## src/rtl/cbm_pkg.sv

```systemverilog
`timescale 1ns / 1ps

package cbm_pkg;

  typedef enum logic [1:0] {
    KIND_TICK  = 2'd0,
    KIND_READ  = 2'd1,
    KIND_WRITE = 2'd2,
    KIND_PPU   = 2'd3
  } kind_t;

  typedef enum logic [2:0] {
    TGT_OPEN_BUS = 3'd0,
    TGT_PRG_ROM  = 3'd1,
    TGT_PRG_RAM  = 3'd2,
    TGT_CHR      = 3'd3,
    TGT_CIRAM    = 3'd4,
    TGT_NONE     = 3'd5
  } target_t;

  typedef struct packed {
    kind_t       kind;
    logic [15:0] address;
    logic [7:0]  data;
  } item_t;

  // IRQ register write strobes decoded from the command port
  typedef struct packed {
    logic       ctrl;
    logic       cnt_lo;
    logic       cnt_hi;
    logic [7:0] data;
  } irq_wr_t;

  // CPU address windows, address[15:13]
  localparam logic [2:0] WIN_RAM  = 3'd3;
  localparam logic [2:0] WIN_8000 = 3'd4;
  localparam logic [2:0] WIN_A000 = 3'd5;
  localparam logic [2:0] WIN_C000 = 3'd6;
  localparam logic [2:0] WIN_E000 = 3'd7;

  localparam logic [5:0] PRG_FIXED_BANK = 6'h3f;

  // command register numbers
  localparam logic [3:0] CMD_PRG0     = 4'd8;
  localparam logic [3:0] CMD_PRG1     = 4'd9;
  localparam logic [3:0] CMD_PRG2     = 4'd10;
  localparam logic [3:0] CMD_PRG3     = 4'd11;
  localparam logic [3:0] CMD_MIRROR   = 4'd12;
  localparam logic [3:0] CMD_IRQ_CTRL = 4'd13;
  localparam logic [3:0] CMD_IRQ_LO   = 4'd14;
  localparam logic [3:0] CMD_IRQ_HI   = 4'd15;

  // audio register numbers
  localparam logic [3:0] AUD_MUTE = 4'd7;
  localparam logic [3:0] AUD_VOL0 = 4'd8;

  localparam logic [1:0] MIR_VERT    = 2'd0;
  localparam logic [1:0] MIR_HORZ    = 2'd1;
  localparam logic [1:0] MIR_SCREEN0 = 2'd2;
  localparam logic [1:0] MIR_SCREEN1 = 2'd3;

  localparam int MAX_TONES = 3;

  // 8192 / 2^((15-n)/2), truncated
  localparam logic [13:0] LEVEL_TABLE [16] = '{
    14'd45,   14'd64,   14'd90,   14'd128,
    14'd181,  14'd256,  14'd362,  14'd512,
    14'd724,  14'd1024, 14'd1448, 14'd2048,
    14'd2896, 14'd4096, 14'd5792, 14'd8192
  };

endpackage

```

## src/rtl/cbm_map.sv

```systemverilog
`timescale 1ns / 1ps

module cbm_map (
  input  logic                clk,
  input  logic                rst,
  input  logic                adv,
  input  cbm_pkg::item_t      item,
  output cbm_pkg::target_t    target_next,
  output logic [18:0]         mapped_next,
  output logic                ram_write_next,
  output cbm_pkg::irq_wr_t    irq_wr
);

  logic [3:0] command_select;
  logic [7:0] prg_page [4];
  logic [7:0] chr_page [8];
  logic [1:0] mirror_mode;

  logic [2:0] win;
  logic       is_rd;
  logic       is_wr;
  logic       cmd_wr;
  logic [7:0] bank;
  logic [9:0] low;

  assign win    = item.address[15:13];
  assign is_rd  = (item.kind == cbm_pkg::KIND_READ);
  assign is_wr  = (item.kind == cbm_pkg::KIND_WRITE);
  assign cmd_wr = is_wr && (win == cbm_pkg::WIN_A000);
  assign low    = item.address[9:0];

  assign irq_wr.ctrl   = cmd_wr && (command_select == cbm_pkg::CMD_IRQ_CTRL);
  assign irq_wr.cnt_lo = cmd_wr && (command_select == cbm_pkg::CMD_IRQ_LO);
  assign irq_wr.cnt_hi = cmd_wr && (command_select == cbm_pkg::CMD_IRQ_HI);
  assign irq_wr.data   = item.data;

  always_ff @(posedge clk) begin
    if (rst) begin
      command_select <= '0;
      mirror_mode    <= cbm_pkg::MIR_VERT;
      for (int i = 0; i < 4; i++) prg_page[i] <= '0;
      for (int i = 0; i < 8; i++) chr_page[i] <= '0;
    end else if (adv && is_wr) begin
      if (win == cbm_pkg::WIN_8000) begin
        command_select <= item.data[3:0];
      end else if (cmd_wr) begin
        if (!command_select[3]) begin
          chr_page[command_select[2:0]] <= item.data;
        end else begin
          case (command_select)
            cbm_pkg::CMD_PRG0, cbm_pkg::CMD_PRG1,
            cbm_pkg::CMD_PRG2, cbm_pkg::CMD_PRG3: begin
              prg_page[command_select[1:0]] <= item.data;
            end
            cbm_pkg::CMD_MIRROR: begin
              mirror_mode <= item.data[1:0];
            end
            default: ;
          endcase
        end
      end
    end
  end

  always_comb begin
    target_next    = cbm_pkg::TGT_NONE;
    mapped_next    = '0;
    ram_write_next = 1'b0;
    bank           = prg_page[0];
    case (item.kind)
      cbm_pkg::KIND_READ, cbm_pkg::KIND_WRITE: begin
        if (win < cbm_pkg::WIN_RAM) begin
          target_next = is_rd ? cbm_pkg::TGT_OPEN_BUS : cbm_pkg::TGT_NONE;
        end else if (win == cbm_pkg::WIN_RAM) begin
          if (bank[6]) begin
            if (bank[7]) begin
              target_next    = cbm_pkg::TGT_PRG_RAM;
              mapped_next    = {bank[5:0], item.address[12:0]};
              ram_write_next = is_wr;
            end else begin
              target_next = is_rd ? cbm_pkg::TGT_OPEN_BUS : cbm_pkg::TGT_NONE;
            end
          end else if (is_rd) begin
            target_next = cbm_pkg::TGT_PRG_ROM;
            mapped_next = {bank[5:0], item.address[12:0]};
          end
        end else if (is_rd) begin
          case (win)
            cbm_pkg::WIN_8000: bank = prg_page[1];
            cbm_pkg::WIN_A000: bank = prg_page[2];
            cbm_pkg::WIN_C000: bank = prg_page[3];
            default:           bank = {2'b00, cbm_pkg::PRG_FIXED_BANK};
          endcase
          target_next = cbm_pkg::TGT_PRG_ROM;
          mapped_next = {bank[5:0], item.address[12:0]};
        end
      end
      cbm_pkg::KIND_PPU: begin
        if (item.address[13]) begin
          target_next = cbm_pkg::TGT_CIRAM;
          case (mirror_mode)
            cbm_pkg::MIR_VERT:    mapped_next = {8'd0, item.address[10], low};
            cbm_pkg::MIR_HORZ:    mapped_next = {8'd0, item.address[11], low};
            cbm_pkg::MIR_SCREEN0: mapped_next = {9'd0, low};
            default:              mapped_next = {8'd0, 1'b1, low};
          endcase
        end else begin
          target_next = cbm_pkg::TGT_CHR;
          mapped_next = {1'b0, chr_page[item.address[12:10]], low};
        end
      end
      default: ;
    endcase
  end

  a_ram_write_target: assert property (@(posedge clk) disable iff (rst)
    ram_write_next |-> (target_next == cbm_pkg::TGT_PRG_RAM) && is_wr)
    else $error("ram write outside prg ram window");

endmodule

```

## src/rtl/cbm_irq.sv

```systemverilog
`timescale 1ns / 1ps

module cbm_irq (
  input  logic             clk,
  input  logic             rst,
  input  logic             adv,
  input  logic             tick,
  input  cbm_pkg::irq_wr_t irq_wr,
  output logic             level_next
);

  logic        irq_enabled;
  logic        count_enabled;
  logic [15:0] count;
  logic        level;

  logic        irq_enabled_next;
  logic        count_enabled_next;
  logic [15:0] count_next;

  always_comb begin
    irq_enabled_next   = irq_enabled;
    count_enabled_next = count_enabled;
    count_next         = count;
    level_next         = level;
    if (tick) begin
      if (count_enabled) begin
        count_next = count - 16'd1;
        // wrap past zero
        if (count == 16'd0) level_next = irq_enabled;
      end
    end else if (irq_wr.ctrl) begin
      irq_enabled_next   = irq_wr.data[7];
      count_enabled_next = irq_wr.data[0];
      level_next         = 1'b0;
    end else if (irq_wr.cnt_lo) begin
      count_next = {count[15:8], irq_wr.data};
    end else if (irq_wr.cnt_hi) begin
      count_next = {irq_wr.data, count[7:0]};
    end
  end

  always_ff @(posedge clk) begin
    if (rst) begin
      irq_enabled   <= 1'b0;
      count_enabled <= 1'b0;
      count         <= '0;
      level         <= 1'b0;
    end else if (adv) begin
      irq_enabled   <= irq_enabled_next;
      count_enabled <= count_enabled_next;
      count         <= count_next;
      level         <= level_next;
    end
  end

  a_irq_rise: assert property (@(posedge clk) disable iff (rst)
    $rose(level) |-> $past(adv && tick && count_enabled && irq_enabled && count == 16'd0))
    else $error("irq raised without counter wrap");

endmodule

```

## src/rtl/cbm_tone.sv

```systemverilog
`timescale 1ns / 1ps

module cbm_tone #(
  parameter int TONE_CHANNELS = 3
) (
  input  logic               clk,
  input  logic               rst,
  input  logic               adv,
  input  cbm_pkg::item_t     item,
  output logic signed [15:0] sample_next
);

  logic [3:0]  audio_select;
  logic [11:0] period    [TONE_CHANNELS];
  logic        muted     [TONE_CHANNELS];
  logic [3:0]  volume    [TONE_CHANNELS];
  logic [15:0] countdown [TONE_CHANNELS];
  logic        phase     [TONE_CHANNELS];
  logic [3:0]  lvl       [TONE_CHANNELS];

  logic        tick;
  logic        aud_wr;
  logic [14:0] sum;

  assign tick   = (item.kind == cbm_pkg::KIND_TICK);
  assign aud_wr = adv && (item.kind == cbm_pkg::KIND_WRITE) &&
                  (item.address[15:13] == cbm_pkg::WIN_E000);

  always_ff @(posedge clk) begin
    if (rst) begin
      audio_select <= '0;
    end else if (adv && (item.kind == cbm_pkg::KIND_WRITE) &&
                 (item.address[15:13] == cbm_pkg::WIN_C000)) begin
      audio_select <= item.data[3:0];
    end
  end

  for (genvar ch = 0; ch < TONE_CHANNELS; ch++) begin : g_ch
    logic [15:0] cd_dec;
    logic        wrap;
    logic        phase_new;

    always_comb begin
      cd_dec    = countdown[ch] - 16'd1;
      wrap      = (cd_dec == 16'd0);
      phase_new = phase[ch] ^ wrap;
      lvl[ch]   = (phase_new && !muted[ch]) ? volume[ch] : 4'd0;
    end

    always_ff @(posedge clk) begin
      if (rst) begin
        period[ch]    <= 12'd1;
        muted[ch]     <= 1'b1;
        volume[ch]    <= '0;
        countdown[ch] <= '0;
        phase[ch]     <= 1'b0;
      end else begin
        if (adv && tick) begin
          countdown[ch] <= wrap ? {period[ch], 4'b0000} : cd_dec;
          phase[ch]     <= phase_new;
        end
        if (aud_wr) begin
          if (audio_select == 4'(2 * ch)) begin
            period[ch] <= {period[ch][11:8], item.data};
          end else if (audio_select == 4'(2 * ch + 1)) begin
            period[ch] <= {item.data[3:0], period[ch][7:0]};
          end else if (audio_select == cbm_pkg::AUD_MUTE) begin
            muted[ch] <= item.data[ch];
          end else if (audio_select == 4'(cbm_pkg::AUD_VOL0 + 4'(ch))) begin
            volume[ch] <= item.data[3:0];
          end
        end
      end
    end
  end

  always_comb begin
    sum = '0;
    for (int c = 0; c < TONE_CHANNELS; c++) begin
      sum = sum + {1'b0, cbm_pkg::LEVEL_TABLE[lvl[c]]};
    end
    sample_next = tick ? (16'd0 - {1'b0, sum}) : 16'sd0;
  end

endmodule

```

## src/rtl/cartridge_bank_mapper_with_tone_audio.sv

```systemverilog
`timescale 1ns / 1ps
// Each item passes through the input register and then the result register.
// Throughput: one item per cycle while the result stage is not stalled; every item is done
// in a single pass of logic between the input register and the result register.
// Reset (synchronous, active high): both stages empty, all bank, IRQ and tone
// registers at their power-up values (periods 1, tones muted, IRQ level low).
module cartridge_bank_mapper_with_tone_audio #(
  parameter int TONE_CHANNELS = 3
) (
  input  logic               clk,
  input  logic               rst,
  input  logic               item_valid,
  output logic               item_stall,
  input  logic [1:0]         kind,
  input  logic [15:0]        address,
  input  logic [7:0]         data,
  output logic               result_valid,
  input  logic               result_stall,
  output logic [2:0]         target,
  output logic [18:0]        mapped_address,
  output logic               ram_write,
  output logic               irq_line,
  output logic signed [15:0] sample
);

  logic               in_valid;
  cbm_pkg::item_t     in_item;
  logic               adv;

  cbm_pkg::target_t   target_next;
  logic [18:0]        mapped_next;
  logic               ram_write_next;
  logic               irq_line_next;
  logic signed [15:0] sample_next;
  cbm_pkg::irq_wr_t   irq_wr;

  assign adv        = in_valid && (!result_valid || !result_stall);
  assign item_stall = in_valid && !adv;

  always_ff @(posedge clk) begin
    if (rst) begin
      in_valid <= 1'b0;
    end else if (!item_stall) begin
      in_valid <= item_valid;
    end
  end

  always_ff @(posedge clk) begin
    if (item_valid && !item_stall) begin
      in_item.kind    <= cbm_pkg::kind_t'(kind);
      in_item.address <= address;
      in_item.data    <= data;
    end
  end

  cbm_map u_map (
    .clk            (clk),
    .rst            (rst),
    .adv            (adv),
    .item           (in_item),
    .target_next    (target_next),
    .mapped_next    (mapped_next),
    .ram_write_next (ram_write_next),
    .irq_wr         (irq_wr)
  );

  cbm_irq u_irq (
    .clk        (clk),
    .rst        (rst),
    .adv        (adv),
    .tick       (in_item.kind == cbm_pkg::KIND_TICK),
    .irq_wr     (irq_wr),
    .level_next (irq_line_next)
  );

  cbm_tone #(
    .TONE_CHANNELS (TONE_CHANNELS)
  ) u_tone (
    .clk         (clk),
    .rst         (rst),
    .adv         (adv),
    .item        (in_item),
    .sample_next (sample_next)
  );

  always_ff @(posedge clk) begin
    if (rst) begin
      result_valid <= 1'b0;
    end else if (adv) begin
      result_valid <= 1'b1;
    end else if (!result_stall) begin
      result_valid <= 1'b0;
    end
  end

  always_ff @(posedge clk) begin
    if (adv) begin
      target         <= target_next;
      mapped_address <= mapped_next;
      ram_write      <= ram_write_next;
      irq_line       <= irq_line_next;
      sample         <= sample_next;
    end
  end

  a_stall_holds_item: assert property (@(posedge clk) disable iff (rst)
    item_stall |-> in_valid && result_valid && result_stall)
    else $error("input stalled while result stage free");

  a_adv_fills: assert property (@(posedge clk) disable iff (rst)
    adv |=> result_valid)
    else $error("transfer into result stage lost");

  a_sample_only_tick: assert property (@(posedge clk) disable iff (rst)
    result_valid && (target != 3'(cbm_pkg::TGT_NONE)) |-> (sample == 16'sd0))
    else $error("nonzero sample on a bus access");

endmodule
```

## config.mk

```make
export PLATFORM = sky130hd
export DESIGN_NAME = cartridge_bank_mapper_with_tone_audio
export DESIGN_NICKNAME = d
export VERILOG_FILES = /design/src/rtl/cbm_pkg.sv /design/src/rtl/cbm_map.sv /design/src/rtl/cbm_irq.sv /design/src/rtl/cbm_tone.sv /design/src/rtl/cartridge_bank_mapper_with_tone_audio.sv
export SDC_FILE = /design/constraint.sdc
export NUM_CORES = 1
export LEC_CHECK = 0
export BUFFER_PORTS_ARGS = -buffer_cell sky130_fd_sc_hd__buf_4
export CORE_UTILIZATION = 48
export DETAILED_ROUTE_END_ITERATION = 12
export PLACE_DENSITY_LB_ADDON = 0.15
export SYNTH_ARGS = -nofsm -noshare
export SYNTH_HDL_FRONTEND = slang
export SYNTH_SLANG_ARGS = --single-unit
```

## constraint.sdc

```tcl
create_clock -name clk -period 8.5 [get_ports clk]
set_input_delay 0 -clock clk [delete_from_list [all_inputs] [get_ports clk]]
set_output_delay 0 -clock clk [all_outputs]
set_load 0.01 [all_outputs]
```

==> results of run 1 <==
## synthesized netlist by cell type, drive strengths merged, types with 3 or more instances
master,instances,area (sq um)
edfxtp,257,7720
nor2,178,668
and2,125,782
nand2,109,412
a21oi,78,402
o21ai,66,330
inv,61,229
clkbuf,60,225
nor3,38,200
dfxtp,35,701
xnor2,34,298
ha,30,375
xor2,29,254
nand2b,28,175
mux2i,23,230
nand3,18,90.1
or3,17,111
mux4,16,360
nor4,16,113
fa,15,300
o22ai,15,93.8
and3,14,87.6
or2,14,87.6
mux2,13,146
nor2b,13,81.3
a31oi,12,75.1
a22oi,11,82.6
nand4,11,68.8
a211oi,7,52.6
buf,7,32.5
o31ai,7,52.6
a21o,6,45.0
o211ai,6,45.0
o31a,6,52.6
or4,6,48.8
nand3b,5,37.5
o21a,5,37.5
nor3b,4,30.0
nor4b,4,35.0
a31o,3,26.3
nand4b,3,26.3
## through the flow
step                      hold WS, ps  setup slack [ps]  area (sq um)  cells
after floorplan                  98.9              2200         15500   1436
after global placement            178              1430         16400   1854
after detailed placement          179              1260         16400   1854
after CTS                         178              1230         17800   1946
after global routing              187               402         17800   1946
final                             196              1190         17800   1946
## where the power goes
part / switching (mW) / total, mW / leakage (nW) / internal (mW)
Clock: 0.587 / 1.44 / 0.538 / 0.849
Combinational: 0.122 / 0.221 / 3.30 / 0.0983
Sequential: 0.0591 / 1.67 / 2.88 / 1.62
Total: 0.769 / 3.33 / 6.72 / 2.56
## state kept, by name, summed over array words and instances, names as in the netlist, 2 cells and up, named ones only
signal and count:
in_item 26, mapped_address 19, sample 16, target 3, u_irq.count 16, u_map.chr_page 64, u_map.command_select 4, u_map.mirror_mode 2
u_map.prg_page 26, u_tone.audio_select 4, u_tone.countdown 48, u_tone.muted 3, u_tone.period 36, u_tone.phase 3, u_tone.volume 12
## cells by family after synthesis
| group | Yosys count |
|---|---|
| compound gates | 246 |
| xor+xnor | 63 |
| fa+ha+maj | 45 |
| buf+inv | 128 |
| flops | 292 |
| mux | 52 |
| simple gates | 610 |
## worst register-to-register path: cells and delay by family, from the launching register on
family	cells	cell delay (ps)
and+or+nand+nor	10	2570
AOI/OAI and AO/OA	8	2290
adders and majority gates	4	1520
DFF	1	480
buffers and inverters	2	160
## worst min path at each step
stage | start | end | slack [ps] | cells past startpoint
final | address[14] | in_item[22]$_DFFE_PP_ | 200 | 2
after global routing | address[14] | in_item[22]$_DFFE_PP_ | 190 | 2
after CTS | address[5] | in_item[13]$_DFFE_PP_ | 180 | 2
after detailed placement | address[5] | in_item[13]$_DFFE_PP_ | 180 | 1
after global placement | address[15] | in_item[23]$_DFFE_PP_ | 180 | 1
after floorplan | data[0] | in_item[0]$_DFFE_PP_ | 100 | 0
## final cells by class
class	instances	area, sq um
Clock buffer	45	943
Fill cell	2694	13900
Multi-Input combinational cell	1016	6610
Clock inverter	17	154
Tap cell	402	503
Inverter	61	229
Sequential cell	292	8420
Timing Repair Buffer	113	923
## metal layers
layer | vias to the layer above | GRT usage (%)
met5 | - | 0
met4 | 0 | 8.03
met3 | 67 | 3.43
met2 | 276 | 36.5
met1 | 5291 | 29.4
li1 | 5317 | -
## cell usage in the layout (no fill, tap or decap), drive strengths merged, types with 15 or more instances in the layout
cell / Yosys / layout
a21oi: 78 / 78
and2: 125 / 125
buf: 7 / 83
clkbuf: 60 / 45
dfxtp: 35 / 35
dlygate4sd3: 0 / 30
edfxtp: 257 / 257
fa: 15 / 15
ha: 30 / 30
inv: 61 / 63
mux2i: 23 / 23
mux4: 16 / 16
nand2: 109 / 109
nand2b: 28 / 28
nand3: 18 / 18
nor2: 178 / 178
nor3: 38 / 38
nor4: 16 / 16
o21ai: 66 / 66
o22ai: 15 / 15
or3: 17 / 17
xnor2: 34 / 34
xor2: 29 / 29
==> reports/qor.csv, run 1 <==
metric,value,unit
cp-start-kind,register,
powerDensity,187,nW/um^2
synth_fp_nets,1511,
netlist_area,15500,sq um
period_needed,7310,ps
synth_compound_area_share,9.76,%
clk_pin_slew,60,ps
io_buffers,71,
yosys_warnings,0,
crit_end,sample[15]$_SDFFCE_PN0P_,
top_layer,met4,
grt_pass1_vias,10737,
synth-main-ff-cell,edfxtp_1,
n_antenna_cell,0,
worstMarginPinSlew,1210,ps
r2r_slack,1190,ps
cts_hold_buf,30,
cts_setup_buffers,0,
place_hpwl,23.2,mm
track_usage,22.0,%
finalNetCount,1593,
routed_wl,35.6,mm
cts_made_buffers,34,
vias,10951,
htreeDepth,2,
layout-drive-gt1-share,12.6,%
synth_edf_count,257,
endpoint_kind,register,
drt_iter0_drc,889,
utilization,56.2,%
cp_cell_sequence,inv_1 -> ha_1 -> o21ai_0 -> o22ai_1 -> a31oi_1 -> a2111o_1 -> or3_4 -> a21oi_4 -> and2_1 -> ha_1 -> nand2_1 -> o21ai_0 -> nand2_1 -> and3_1 -> fa_1 -> inv_1 -> ha_1 -> and4_1 -> or3_1 -> a2111oi_0 -> nand4b_1 -> nor3_1 -> and4b_1 -> a21oi_1,
antenna_found_initial,0,
cts_tree,done,
synth.area.mux_share,4.75,%
seq_area_frac_synth,54.3,%
finalPower,3.33,mW
cpMaxStageDelayCell,a2111oi_0,
cp_slowest_stage_delay,740,ps
num_rows,65,
max_freq,0.137,GHz
max-cap-violations,0,
via_per_inst,5.63,
synth_top_family_by_area,simple AND/OR/NAND/NOR gates,
met1_length,15.6,mm
ir_worst_vdd,168,uV
rsz0062_at_grt,false,
path_buf_inv,2,
syn_inst,1436,
cpLargestDelayFamily,simple AND/OR/NAND/NOR gates,
finClkSkew,15.1,ps
io_pins,72,
cts_resized,0,
timing.final.hold_violations,0,
rr_endpoint,sample[15]$_SDFFCE_PN0P_,
ys_types,78,
yosys.area_share.simple,20.1,%
critPathArrivalTime,7540,ps
ys_ff_latch,292,
antenna_left,0,
max-clock-path-buffers,3,
crit_top_cell,ha_1,
slew_violations,0,
core_area,31600,sq um
worstReg2RegStart,u_tone.countdown[1][1]$_SDFFCE_PP0P_,
finalCritPeriodShare,86.0,%
crit_start,u_tone.countdown[1][1]$_SDFFCE_PP0P_,
start_util,49.0,%
die_w,182,um
clock_latency,520,ps
synthAdderAreaFrac,4.36,%
rr_worst_depth,24,
avgSynthCellArea,10.8,sq um
grt_max_degree,52,
hold_path.class,in2reg,
wl_per_cell,18.3,um
slew_headroom,18.3,%
grt_overflow,0,
grt_pass1_wl,57.2,mm
critPathRequiredTime,8720,ps
met2_length,17.2,mm
total_leakage_power,6.72,nW
finalSetupViolations,0,
synth_xor_area_share,3.56,%
die_height,182,um
tns,0,ps
syn2layout_area_growth,14.7,%
status,finished clean,
crit_type,reg2reg,
cts_sinks,292,
die_area,33000,sq um
met3WireLength,1.76,mm
gp_routability_congestion,0.876,
dr.pass1.iters,5,
crit_fanout,18,
drc,0,
cts-root-buf,clkbuf_16,
async_flop_share,0,%
crit_cells,24,
No activity file was read; power rests on OpenSTA's default activity.
==> inputs of run 2 (changes only) <==
Settings changed: ABC_AREA set to 1, CELL_PAD_IN_SITES_DETAIL_PLACEMENT set to 1, CELL_PAD_IN_SITES_GLOBAL_PLACEMENT set to 2, CORE_UTILIZATION 48 to 39.
==> reports/qor.csv, run 2 <==
metric,value,unit,change
synth_edf_count,257,,unchanged
clock_latency,550,ps,+30 ps
routed_wl,44.7,mm,+26%
synth_common_cells,"nand2_1 (364), nor2_1 (319), edfxtp_1 (257)",,
wl_per_cell,17.9,um,-2.2%
yosysMostFrequentCell,nand2_1,,
drc,0,,unchanged
synth_top_cell_area_share,47.9,%,-1.9 points
drt_iter0_drc,552,,-38%
antenna_found_initial,1,,+1
synth-main-ff-cell,edfxtp_1,,
slew_headroom,24.6,%,+6.3 points
yosys_warnings,0,,unchanged
critPathRequiredTime,8790,ps,+70 ps
finalSetupViolations,0,,unchanged
finalCritPeriodShare,73.2,%,-13 points
die_height,205,um,+13%
via_per_inst,5.13,,-8.8%
rsz0062_at_grt,false,,
grt_pass1_wl,71.8,mm,+25%
layout_common_cells,"nand2_1 (364), nor2_1 (319), edfxtp_1 (257)",,
synth_top_area_cell,edfxtp_1,,
crit_type,reg2reg,,
ys_types,52,,-33%
slew_violations,0,,unchanged
synthTopCellsByArea,"edfxtp_1 (48%), nand2_1 (8.5%), nor2_1 (7.4%), inv_1 (5.3%), dfxtp_1 (4.3%)",,
multiInputGateArea,6620,sq um,+0.11%
top_regs,"u_map.chr_page x64, u_tone.countdown x48, u_tone.period x36",,
antenna_left,0,,unchanged
period_needed,6220,ps,-1090 ps
syn2layout_area_growth,15.5,%,
place_ws,2240,ps,+978 ps
powerDensity,182,nW/um^2,-2.8%
max-cap-violations,0,,unchanged
cp_slowest_stage_delay,610,ps,-130 ps
critPathArrivalTime,6510,ps,-1030 ps
die_area,42200,sq um,+28%
grt_overflow,0,,unchanged
synth_fp_nets,1915,,+27%
area.sequential,8420,sq um,unchanged
status,finished clean,,
worst_slack,2280,ps,+1090 ps
num_rows,74,,+14%
finClkSkew,27.2,ps,+12.1 ps
ys_ff_latch,292,,unchanged
worstMarginPinSlew,1120,ps,-93.8 ps
crit_top_cell,nand2_1,,
cts_sinks,292,,unchanged
ir_worst_vdd,159,uV,-5.5%
start_util,39.5,%,-9.5 points
avgSynthCellArea,8.76,sq um,-19%
nFillCells,4790,,+78%
utilization,45.6,%,-11 points
syn_inst,1840,,+28%
cts-root-buf,clkbuf_16,,
hold_path.class,in2reg,,
endpoint_kind,register,,
crit_fanout,11,,-7
track_usage,21.9,%,-0.14 points
final_common_cell,nand2_1,,
die_w,205,um,+13%
gp_routability_congestion,0.819,,-6.5%
netlist_area,16100,sq um,+4.0%
dr.pass1.iters,5,,unchanged
finalNetCount,2020,,+27%
n_antenna_cell,0,,unchanged
tns,0,ps,unchanged
clk_pin_slew,60,ps,about the same
grt_max_degree,52,,unchanged
max-clock-path-buffers,3,,unchanged
seq_area_frac_synth,52.2,%,-2.1 points
io_buffers,71,,unchanged
top_register,u_map.chr_page,,
io_pins,72,,unchanged
timing.final.hold_violations,0,,unchanged
cts_made_buffers,35,,+2.9%
core_area,40800,sq um,+29%
r2r_slack,2280,ps,+1090 ps
async_flop_share,0,%,unchanged
cpMaxStageDelayCell,nor2_1,,
cts_setup_buffers,0,,unchanged
largest_reg_flops,64,,unchanged
cts_tree,done,,
vias,12858,,+17%
place_hpwl,31.7,mm,+37%
grt_pass1_vias,13493,,+26%
cts_resized,0,,unchanged
max_freq,0.161,GHz,+18%
total_leakage_power,7.87,nW,+17%
layout-drive-gt1-share,11.2,%,-1.4 points
cp-start-kind,register,,
htreeDepth,2,,unchanged
[run 2: cell type report]
type / count / area share [%]
Inverter: 247 / 4.98
Timing Repair Buffer: 111 / 4.87
Tap cell: 532 / 3.58
Multi-Input combinational cell: 1258 / 35.5
Sequential cell: 292 / 45.2
Clock inverter: 17 / 0.551
Clock buffer: 47 / 5.28
[run 2: path summary, 6_finish.rpt]
kind                                                      startpoint                             end  cells past startpoint
worst max-delay path            u_tone.countdown[2][0]$_SDFFCE_PP0P_        sample[15]$_SDFFCE_PN0P_                     31
worst min-delay path                                         kind[0]           in_item[24]$_DFFE_PP_                      2
worst max register to register  u_tone.countdown[2][0]$_SDFFCE_PP0P_        sample[15]$_SDFFCE_PN0P_                     31
worst min register to register        u_irq.irq_enabled$_SDFFE_PP0P_  u_irq.irq_enabled$_SDFFE_PP0P_                      2
[run 2: routing by layer]
layer | global-route usage, % | vias to the layer above | wire, um
met4 | 7.67 | 0 | 1250
met5 | 0 | - | 0
met3 | 3.25 | 75 | 1540
met1 | 28.8 | 6229 | 20700
li1 | - | 6354 | -
met2 | 36.6 | 200 | 21200
[run 2: stage by stage]
stage	cell area, sq um	total power, mW	instances	hold slack (ps)
floorplan	16100	1.86	1840	98.9
global placement	17200	1.97	2411	179
detailed placement	17200	1.97	2411	179
CTS	18600	3.42	2504	138
global route	18600	3.50	2504	172
finish	18600	3.39	2504	174
[run 2: worst max-delay path, delay by kind of cell, from the launching register on]
kind / cells / cell delay [ps]
buffers and inverters: 5 / 330
xor gates and xnor gates: 1 / 410
AOI/OAI and AO/OA: 5 / 880
adders and majority gates: 4 / 1450
and+or+nand+nor: 16 / 2430
DFF: 1 / 430
[run 2: logic make-up after synthesis]
group	count (synthesis)	synth area share (%)
buf+inv	290	6.84
compound gates	256	9.12
fa+ha+maj	45	4.19
xor+xnor	26	1.41
mux	12	0.745
simple gates	919	25.5
flops	292	52.2
[run 2: where the power goes]
part           total (mW)  leakage (nW)  internal [mW]  switching [mW]
combinational       0.300          4.47         0.0937           0.206
clock                1.44         0.534          0.819           0.617
sequential           1.66          2.87           1.62          0.0360
[run 2: repair_timing]
item	CTS	global route
endpoints found under the hold margin	39	0
hold buffers	29	0
endpoints found under the setup margin	0	0
